File: src/sv/ppe_pkg.sv
// ----------------------------------------------------------------------------
// ppe_pkg
// shared types and constants of the projectile pool engine
// ----------------------------------------------------------------------------
package ppe_pkg;

    localparam int SLOT_CAP = 32;   // slot_index is 5 bits wide
    localparam int SLOT_W   = 5;
    localparam int POS_W    = 20;   // signed q16.4
    localparam int SIZE_W   = 12;   // unsigned q8.4
    localparam int HIT_W    = 8;
    localparam int LIFE_W   = 16;   // unsigned q4.12
    localparam int TINT_W   = 32;
    localparam int DT_W     = 12;   // unsigned q0.12
    localparam int PROD_W   = POS_W + DT_W + 1;

    typedef enum logic [1:0] {
        CMD_SPAWN = 2'd0,
        CMD_TICK  = 2'd1,
        CMD_READ  = 2'd2,
        CMD_NONE  = 2'd3
    } cmd_t;

    typedef enum logic [2:0] {
        ST_IDLE,
        ST_SPAWN_OUT,
        ST_TICK,
        ST_TICK_DRAIN,
        ST_READ_ADDR,
        ST_READ_DATA,
        ST_READ_EMPTY
    } state_t;

    // per-slot values rewritten by every tick
    typedef struct packed {
        logic signed [POS_W-1:0] pos_x;
        logic signed [POS_W-1:0] pos_y;
        logic [LIFE_W-1:0]       life;
    } slot_dyn_t;

    // per-slot values written only by a spawn
    typedef struct packed {
        logic signed [POS_W-1:0] vel_x;
        logic signed [POS_W-1:0] vel_y;
        logic [SIZE_W-1:0]       radius;
        logic [HIT_W-1:0]        damage;
        logic [TINT_W-1:0]       color;
    } slot_stat_t;

    // slot entering the motion stage
    typedef struct packed {
        logic              valid;
        logic [SLOT_W-1:0] idx;
    } rd_ctl_t;

    // write back of one moved slot
    typedef struct packed {
        logic              valid;
        logic              expire;
        logic [SLOT_W-1:0] idx;
    } wb_ctl_t;

endpackage

File: src/sv/ppe_slot_ram.sv
// ----------------------------------------------------------------------------
// ppe_slot_ram
// slot storage: one write port, one registered read port, two arrays
// ----------------------------------------------------------------------------
module ppe_slot_ram #(
    parameter int DEPTH = 32,
    parameter int AW    = 5
) (
    input  logic                  aclk,
    input  logic                  dyn_we,
    input  logic                  stat_we,
    input  logic [AW-1:0]         waddr,
    input  ppe_pkg::slot_dyn_t    dyn_wdata,
    input  ppe_pkg::slot_stat_t   stat_wdata,
    input  logic                  rd_en,
    input  logic [AW-1:0]         raddr,
    output ppe_pkg::slot_dyn_t    dyn_rdata,
    output ppe_pkg::slot_stat_t   stat_rdata
);

    ppe_pkg::slot_dyn_t  dyn_mem  [DEPTH];
    ppe_pkg::slot_stat_t stat_mem [DEPTH];

    always_ff @(posedge aclk) begin
        if (dyn_we) begin
            dyn_mem[waddr] <= dyn_wdata;
        end
        if (stat_we) begin
            stat_mem[waddr] <= stat_wdata;
        end
    end

    always_ff @(posedge aclk) begin
        if (rd_en) begin
            dyn_rdata  <= dyn_mem[raddr];
            stat_rdata <= stat_mem[raddr];
        end
    end

endmodule

File: config.mk
export PLATFORM = sky130hd
export DESIGN_NAME = ppe_slot_ram
export DESIGN_NICKNAME = d
export VERILOG_FILES = /design/src/sv/ppe_pkg.sv /design/src/sv/ppe_slot_ram.sv
export SDC_FILE = /design/constraint.sdc
export NUM_CORES = 2
export LEC_CHECK = 0
export ABC_CLOCK_PERIOD_IN_PS = 10050
export BUFFER_PORTS_ARGS = -buffer_cell sky130_fd_sc_hd__buf_2
export CORE_UTILIZATION = 60
export CTS_BUF_LIST = sky130_fd_sc_hd__clkbuf_8
export DETAILED_ROUTE_END_ITERATION = 6
export HOLD_SLACK_MARGIN = 0.08
export PLACE_DENSITY_LB_ADDON = 0.3
export REMOVE_ABC_BUFFERS = 1
export SLEW_MARGIN = 20
export SYNTH_ARGS = -nofsm -noshare
export SYNTH_HDL_FRONTEND = slang
export SYNTH_MEMORY_MAX_BITS = 65536
export SYNTH_SLANG_ARGS = --single-unit
File: constraint.sdc
create_clock -name aclk -period 10.05 [get_ports aclk]
set_clock_uncertainty 0.05 [all_clocks]
set_input_delay 2.01 -clock aclk [delete_from_list [all_inputs] [get_ports aclk]]
set_output_delay 2.01 -clock aclk [all_outputs]
set_load 0.05 [all_outputs]
==> flow_summary.ini <==
[worst_setup_path]
setup.worst_path.class = primary input to register
reg2reg_slack_ns = 8.36
slowest_delay_ns = 0.72
startpoint = raddr[0]
startpoint_type = primary input
cp_max_fo = 90
path_buf_inv = 3
regToRegStartpoint = stat_mem[10][56]
crit_family = buffers and inverters
cp_common_cell = buf_4
endpoint_kind = register
cp.arrival_ns = 5.18
crit_slowest_cell = buf_4
r2r_end = stat_rdata[56]
r2r_cells = 3
required_ns = 10.95
cp_cell_sequence = buf_12 -> buf_4 -> buf_4 -> mux4_2 -> o22ai_1 -> nor4_1

[grt]
met3_usage_pct = 5.85
gr-usage-all-layers_pct = 29.9
grt_start_max_net_pins = 147
use_met2_pct = 49.2
overflow = 0
grt_pass1_wl_um = 636000
grt_pass1_vias = 88400
antenna_found_initial = 72
use_met1_pct = 40.8
grt_busiest_layer = met2

[route]
final_antenna_net_count = 0
drc = 0
wl_um = 452000
wire_per_inst_um = 35.2
drt_iter0_markers = 11800
viasPerCell = 6.84
first_pass_iters = 5
dr_total_vias = 87700

[placement]
hpwl_um = 208000
io_buffers = 309
gp_congestion = 0.763

[cts]
holdBufCountCts = 0
h-tree-depth = 6
ctsLongestPathBuffers = 4
insertion_delay_ns = 1.23
clock-sinks = 4884
cts_buffers = 731
path_clk_slew_ns = 0.06
cts_tree = built
cts_root_buf = clkbuf_8
cts_resized = 0
postCtsSetupRepairBufs = 0

[power]
swShare_pct = 22.7
leakagePower_uw = 0.0632
power_density_mw_per_mm2 = 196
cellInternalPower_uw = 30400
power_uw = 39300
p_comb_share_pct = 4.9
ir_worst_vdd_uv = 163
power.switching_uw = 8920
clkPwrFrac_pct = 37.0
seqPwrFrac_pct = 58.1

[hold_path]
whs_endpoint = dyn_rdata[44]
holdCritStartpoint = dyn_mem[6][44]
hold_class = register to register
holdPathStages = 3

[synthesis]
synth_cells = 7495
netlist-cell-type-count = 27
synth_area_per_cell_um2 = 24.2
ys_ff_latch = 4884
ys_seq_area_share_pct = 80.9
syn-cell-area_mm2 = 0.181
yosys_warnings = 0

[sta]
fmax_ghz = 0.234
finalHoldViolCount = 0
worstMarginPinSlew_ns = 1.30
finalSetupTns_ns = 0
report.final.slew_viol_count = 0
setup_viol = 0
period_share_pct = 42.6
rsz0062_at_grt = false
period_minus_slack_ns = 4.28
whs_ns = 0.719
relSlewSlack_pct = 13.2

[outcome]
outcome = completed

[run]
drv_cap = 0

[floorplanning]
start_util_pct = 60.4
die_y_um = 552
dieArea_mm2 = 0.304
coreArea_mm2 = 0.300
die_w_um = 552
io_pins = 310
rows = 201

[final_layout]
fillers = 18000
multi_input_area_mm2 = 0.0328
layout.nets = 8439
area_growth_syn_to_layout_pct = 10.9
regArea_mm2 = 0.147
drive_above_1_share_pct = 28.4
registers in the layout, indices dropped and copies added, names as in the netlist:
register,flops
dyn_mem,1792
stat_rdata,92
stat_mem,2944
dyn_rdata,56
routing by layer:
layer	part of all wire, %	routed length (um)	vias up
met5	0.068	309	-
met4	3.1	14100	48
met3	11	50100	944
met2	50	226000	5812
met1	36	161000	46500
li1	-	-	34400
cell type report:
cell class	instances	area share [%]
clock inverter	555	1.45
tap	3958	2.46
sequential	4884	73.0
multi-input combinational	2194	16.3
antenna	28	0.0349
timing repair buffer	466	1.73
clock buffer	733	5.02
power by group through the flow:
stage               clock [uW]  combinational (uW)  sequential, uW
global route             15600                2020           22900
CTS                      14700                1930           22900
detailed placement           0                1930           23300
finish                   14600                1930           22900
floorplan                    0                 766           23400
global placement             0                1880           23300
tightest hold or removal path: cells and delay by family, from the launching register on:
family / cells / cell delay (ns)
compound gates: 1 / 0.08
flops: 1 / 0.31
mux: 1 / 0.22
simple gates: 1 / 0.07
cells in the mapped netlist:
library cell / number / area share (%)
nor2b_1: 4 / 0.014
nor3b_1: 1 / 0.0041
buf_1: 25 / 0.052
clkbuf_1: 126 / 0.26
buf_6: 41 / 0.25
nand4_1: 21 / 0.073
or3b_1: 1 / 0.0048
nand2b_1: 1 / 0.0035
a22oi_1: 126 / 0.52
and3_1: 1 / 0.0035
nor2_2: 1 / 0.0035
or3_1: 2 / 0.0069
mux2i_1: 168 / 0.93
or2_2: 2 / 0.0069
nand2_4: 1 / 0.0062
buf_4: 81 / 0.34
nand3_1: 46 / 0.13
nand2_1: 6 / 0.012
edfxtp_1: 4884 / 81
nor2_1: 68 / 0.14
and2_1: 1 / 0.0035
mux4_2: 1100 / 14
nor4_1: 127 / 0.44
nand3b_1: 5 / 0.021
or3b_2: 4 / 0.019
buf_2: 144 / 0.40
o22ai_1: 508 / 1.8
cell families after synthesis:
kind of cell	share of synthesized area, %
mux	14.6
simple gates	0.888
compound gates	2.28
flops	80.9
buf+inv	1.30
layout by cell type (no fill, tap or decap), types with 2 or more instances in the layout:
master	instances
nand3b_1	5
clkinv_1	191
o22ai_1	508
nor2b_4	3
nor2_4	66
nand3_1	45
inv_1	238
buf_4	101
a22oi_1	126
edfxtp_1	4884
bufinv_16	6
clkinvlp_4	6
mux2i_1	168
or3b_2	4
nor4_1	127
clkbuf_8	733
mux4_2	1100
inv_6	6
nor2_2	2
nand4_1	21
inv_8	10
clkinv_2	63
nand2_1	5
or2_4	2
clkinv_8	13
inv_12	17
diode_2	28
inv_16	5
buf_12	58
buf_2	306
how the worst max path moves through the flow:
stage | to | slack (ns) | cells after the start
after floorplan | stat_mem[5][0] | 3.03 | 2
after global placement | stat_rdata[3] | 4.43 | 6
after detailed placement | stat_rdata[32] | 4.45 | 6
after CTS | stat_rdata[48] | 5.78 | 1
after global routing | stat_rdata[3] | 5.53 | 6
final | stat_rdata[50] | 5.77 | 6
stage by stage:
stage | setup WS [ns] | std cells | cell area [um2] | utilization (%)
6_report | 5.77 | 12800 | 201000 | 67.0
5_1_grt | 5.53 | 12800 | 201000 | 66.9
4_1_cts | 5.78 | 12800 | 201000 | 66.9
3_5_place_dp | 4.45 | 11500 | 188000 | 62.6
3_3_place_gp | 4.43 | 11500 | 188000 | 62.6
2_1_floorplan | 3.03 | 7078 | 179000 | -
No activity file was read; power rests on OpenSTA's default activity.
