`src/sv/ppe_pkg.sv`:
```
// ----------------------------------------------------------------------------
// ppe_pkg
// shared types and constants of the projectile pool engine
// ----------------------------------------------------------------------------
package ppe_pkg;

    localparam int SLOT_CAP = 32;   // slot_index is 5 bits wide
    localparam int SLOT_W   = 5;
    localparam int POS_W    = 20;   // signed q16.4
    localparam int SIZE_W   = 12;   // unsigned q8.4
    localparam int HIT_W    = 8;
    localparam int LIFE_W   = 16;   // unsigned q4.12
    localparam int TINT_W   = 32;
    localparam int DT_W     = 12;   // unsigned q0.12
    localparam int PROD_W   = POS_W + DT_W + 1;

    typedef enum logic [1:0] {
        CMD_SPAWN = 2'd0,
        CMD_TICK  = 2'd1,
        CMD_READ  = 2'd2,
        CMD_NONE  = 2'd3
    } cmd_t;

    typedef enum logic [2:0] {
        ST_IDLE,
        ST_SPAWN_OUT,
        ST_TICK,
        ST_TICK_DRAIN,
        ST_READ_ADDR,
        ST_READ_DATA,
        ST_READ_EMPTY
    } state_t;

    // per-slot values rewritten by every tick
    typedef struct packed {
        logic signed [POS_W-1:0] pos_x;
        logic signed [POS_W-1:0] pos_y;
        logic [LIFE_W-1:0]       life;
    } slot_dyn_t;

    // per-slot values written only by a spawn
    typedef struct packed {
        logic signed [POS_W-1:0] vel_x;
        logic signed [POS_W-1:0] vel_y;
        logic [SIZE_W-1:0]       radius;
        logic [HIT_W-1:0]        damage;
        logic [TINT_W-1:0]       color;
    } slot_stat_t;

    // slot entering the motion stage
    typedef struct packed {
        logic              valid;
        logic [SLOT_W-1:0] idx;
    } rd_ctl_t;

    // write back of one moved slot
    typedef struct packed {
        logic              valid;
        logic              expire;
        logic [SLOT_W-1:0] idx;
    } wb_ctl_t;

endpackage

```
`src/sv/ppe_motion.sv`:
```
// ----------------------------------------------------------------------------
// ppe_motion
// one slot per cycle: velocity times dt, rounding, saturation, lifetime
// ----------------------------------------------------------------------------
module ppe_motion (
    input  logic                                aclk,
    input  logic                                aresetn,
    input  ppe_pkg::rd_ctl_t                    in_ctl,
    input  ppe_pkg::slot_dyn_t                  in_dyn,
    input  logic signed [ppe_pkg::POS_W-1:0]    vel_x,
    input  logic signed [ppe_pkg::POS_W-1:0]    vel_y,
    input  logic [ppe_pkg::DT_W-1:0]            dt,
    output ppe_pkg::wb_ctl_t                    wb,
    output ppe_pkg::slot_dyn_t                  wb_dyn
);

    localparam int PW = ppe_pkg::PROD_W;

    logic                                valid_reg;
    logic [ppe_pkg::SLOT_W-1:0]          idx_reg;
    logic                                expire_reg;
    logic signed [PW-1:0]                prod_x_reg, prod_y_reg;
    logic signed [PW-1:0]                prod_x_next, prod_y_next;
    logic signed [ppe_pkg::POS_W-1:0]    pos_x_reg, pos_y_reg;
    logic [ppe_pkg::LIFE_W-1:0]          life_reg, life_next;
    logic                                expire_next;

    // round half up to q.4, then clamp to the position range
    function automatic logic signed [ppe_pkg::POS_W-1:0] step_pos(
        input logic signed [ppe_pkg::POS_W-1:0] pos,
        input logic signed [PW-1:0]             prod
    );
        logic signed [PW:0]   sum;
        logic signed [PW-12:0] delta;
        logic signed [PW-10:0] np;
        sum   = {prod[PW-1], prod} + (PW+1)'(2048);
        delta = sum[PW:12];
        np    = {{(PW-9-ppe_pkg::POS_W){pos[ppe_pkg::POS_W-1]}}, pos}
              + {{2{delta[PW-12]}}, delta};
        if (np > (PW-9)'(524287)) begin
            step_pos = 20'sd524287;
        end else if (np < -(PW-9)'(524288)) begin
            step_pos = -20'sd524288;
        end else begin
            step_pos = np[ppe_pkg::POS_W-1:0];
        end
    endfunction

    always_comb begin
        prod_x_next = vel_x * $signed({1'b0, dt});
        prod_y_next = vel_y * $signed({1'b0, dt});
        expire_next = (in_dyn.life <= ppe_pkg::LIFE_W'(dt));
        life_next   = expire_next ? '0 : in_dyn.life - ppe_pkg::LIFE_W'(dt);
    end

    always_ff @(posedge aclk) begin
        if (!aresetn) begin
            valid_reg <= 1'b0;
        end else begin
            valid_reg <= in_ctl.valid;
        end
    end

    always_ff @(posedge aclk) begin
        idx_reg    <= in_ctl.idx;
        expire_reg <= expire_next;
        prod_x_reg <= prod_x_next;
        prod_y_reg <= prod_y_next;
        pos_x_reg  <= in_dyn.pos_x;
        pos_y_reg  <= in_dyn.pos_y;
        life_reg   <= life_next;
    end

    assign wb.valid     = valid_reg;
    assign wb.expire    = expire_reg;
    assign wb.idx       = idx_reg;
    assign wb_dyn.pos_x = step_pos(pos_x_reg, prod_x_reg);
    assign wb_dyn.pos_y = step_pos(pos_y_reg, prod_y_reg);
    assign wb_dyn.life  = life_reg;

endmodule
```
`config.mk`:
```
export PLATFORM = sky130hd
export DESIGN_NAME = ppe_motion
export DESIGN_NICKNAME = d
export VERILOG_FILES = /design/src/sv/ppe_pkg.sv /design/src/sv/ppe_motion.sv
export SDC_FILE = /design/constraint.sdc
export NUM_CORES = 1
export LEC_CHECK = 0
export BUFFER_PORTS_ARGS = -buffer_cell sky130_fd_sc_hd__buf_2
export CAP_MARGIN = 20
export CORE_MARGIN = 5
export CORE_UTILIZATION = 58
export DETAILED_ROUTE_END_ITERATION = 12
export HOLD_SLACK_MARGIN = 0.08
export PLACE_DENSITY = 0.88
export SLEW_MARGIN = 10
export SYNTH_ARGS = -nofsm -noshare
export SYNTH_HDL_FRONTEND = slang
export SYNTH_SLANG_ARGS = --single-unit
```
`constraint.sdc`:
```
create_clock -name aclk -period 21.9 [get_ports aclk]
set_clock_uncertainty 0.2 [all_clocks]
set_input_delay 6.57 -clock aclk [delete_from_list [all_inputs] [get_ports aclk]]
set_output_delay 6.57 -clock aclk [all_outputs]
set_load 0.02 [all_outputs]
```
==> reports/metrics.yaml <==
syn_area_per_cell_sq_um: 8.79
critical-path-slowest-cell: "fa_1"
synth_top_area_frac: 0.384
fin_crit_ns: 12.37
cp-end-kind: "flip-flop"
holdPathEnd: "idx_reg[4]"
synth-seq-area-share: 0.0940
post_drt_wl_per_cell_um: 17.3
drt_pass1_iterations: 7
die_h_um: 208
maxSlewViolCount: 0
vias: 18062
hpwl_um: 44700
synthTopCellsByCount: "inv_1 (584), fa_1 (437), nand2_1 (318), and2_1 (218), ha_1 (200)"
startpoint: "dt[1]"
ant_nets: 0
grt_pass1_wl_um: 94000
area_delta_synth_final_pct: 6.47
met2_wirelength_um: 29000
crit_arrival_ns: 12.48
routed_wirelength_um: 55400
nNetsFinal: 3437
max_stage_delay_ns: 0.68
die_area_sq_mm: 0.0434
overflow: 0
cp-start-kind: "input pin"
synth_fp_nets: 3346
maxCapViolCount: 0
ys_ff_latch: 107
met1Wirelength_um: 20400
yosysMostFrequentCell: "inv_1"
drtIter0Drc: 1252
hold_depth: 1
num_rows: 72
synthCells: 2593
hold_viol_final: 0
synth-edff-count: 0
ys_types: 74
fin_util: 0.627
grt_max_degree: 42
drc: 0
min-delay-start: "in_ctl[4]"
htreeDepth: 3
async_reset_ff_frac: 0
syn_area_sq_mm: 0.0228
slew_headroom: 0.308
vias_per_cell: 5.63
finalSetupViolations: 0
tightest_slew_ns: 1.04
core_sq_mm: 0.0387
die_width_um: 208
clkTransAtPathRegs_ns: 0.10
grt_setup_unrepaired: "false"
yosys_warnings: 0
crit_path_max_fanout: 41
cts.sinks: 107
path_class: "in2reg"
path_cells: "buf_2, nand2_1, fa_1, inv_1, fa_1, inv_1, fa_1, inv_1, fa_1, inv_1, fa_1, inv_1, ha_1, and4_1, a21oi_1, o21ai_0, o41ai_4, mux2i_1, a2111oi_2"
grtUsageTotal: 0.262
place.gp.congestion: 0.915
initial_core_util: 0.589
cp.required_ns: 22.01
first_global_vias: 20002
cts_buffers: 9
status: "complete, no violations"
root_buffer: "clkbuf_16"
cts_tree: "done"
synth_area_leaders: "fa_1 (38%), ha_1 (11%), inv_1 (9.6%)"
max_freq_mhz: 80.8
wl_met3_um: 3980
drive_gt1_frac: 0.0844
period_share: 0.565
cts_buffer_depth: 2
yosys_most_used_dff: "dfxtp_1"
cts_setup_buffers: 0
ctsHoldBuffers: 0
highest_layer: "met5"
synth.largest_area_cell: "fa_1"
cts_resized: 0
place.port_buffers: 178
io_pins: 179
hold_class: "in2reg"
antenna_found_initial: 5
tns_ns: 0
-- critical path, delay by kind of cell --
kind,cells,cell delay (ns)
adders and majority gates,6,3.13
muxes,1,0.17
buffers and inverters,6,0.97
AOI/OAI and AO/OA,4,1.15
and+or+nand+nor,2,0.47
-- cell families after synthesis --
kind of cell             synth area share
AND/OR/NAND/NOR                     0.161
buffers and inverters               0.114
adder cells (fa/ha/maj)             0.493
AO/OA/AOI/OAI                      0.0886
XOR/XNOR                           0.0487
flip-flops                         0.0940
multiplexers                     0.000439
-- layout make-up --
| type | count | area (sq um) |
|---|---|---|
| diodes | 2 | 5.00 |
| clock buffers | 9 | 225 |
| clock inverters | 7 | 90.1 |
| fillers | 3137 | 14500 |
| inverters | 584 | 2190 |
| multi-input cells | 1802 | 18100 |
| flip-flops and latches | 107 | 2140 |
| well taps | 518 | 648 |
| repair buffers | 180 | 903 |
-- routing by layer --
layer	up-vias	track usage
met5	-	0
met2	726	0.484
met3	183	0.0477
met4	10	0.0992
met1	9055	0.302
li1	8088	-
-- worst max-delay path by stage --
stage                           to  cells past startpoint
global route        prod_y_reg[32]                     19
floorplan           prod_y_reg[32]                     20
finish              prod_y_reg[32]                     19
CTS                 prod_y_reg[32]                     19
global placement    prod_y_reg[32]                     19
detailed placement  prod_y_reg[32]                     19
-- placed cells by master (no fill, tap or decap), types with 3 or more instances in the layout --
cell       instances
a211oi_1          13
fa_1             437
inv_1            584
o211ai_1           6
a21boi_0           4
nand4_1           18
a21o_1            38
and2_1           218
nor3_1            24
or2_2             10
a41oi_1            3
a31o_2             3
buf_2            178
o21ai_0           73
o31a_1             3
or3_1              6
and3_1            18
a31oi_1           12
o31ai_1            7
nor2_1            56
nor4_1             4
and4_1             8
xnor2_1           84
xor2_1            41
nor2b_1            8
a21oi_1           73
o21bai_1           5
clkbuf_16          9
o31ai_2            4
o21a_1            17
nand3_1           31
or4_1              5
ha_1             200
nand2_1          318
dfxtp_1          107
nand2b_1          10
a2111oi_0          3
-- metrics by stage --
step                hold slack [ns]  cells  setup WS [ns]  instance area (sq um)
floorplan                      6.40   2593           9.77                  22800
global placement               6.47   3189           9.32                  23900
detailed placement             6.47   3190           9.14                  23900
CTS                            6.03   3206           9.56                  24300
global route                   6.04   3207           9.26                  24300
finish                         6.05   3209           9.53                  24300
Power is not shown: default switching activity piles up to over one toggle a cycle in this logic, so the estimate is an artifact.
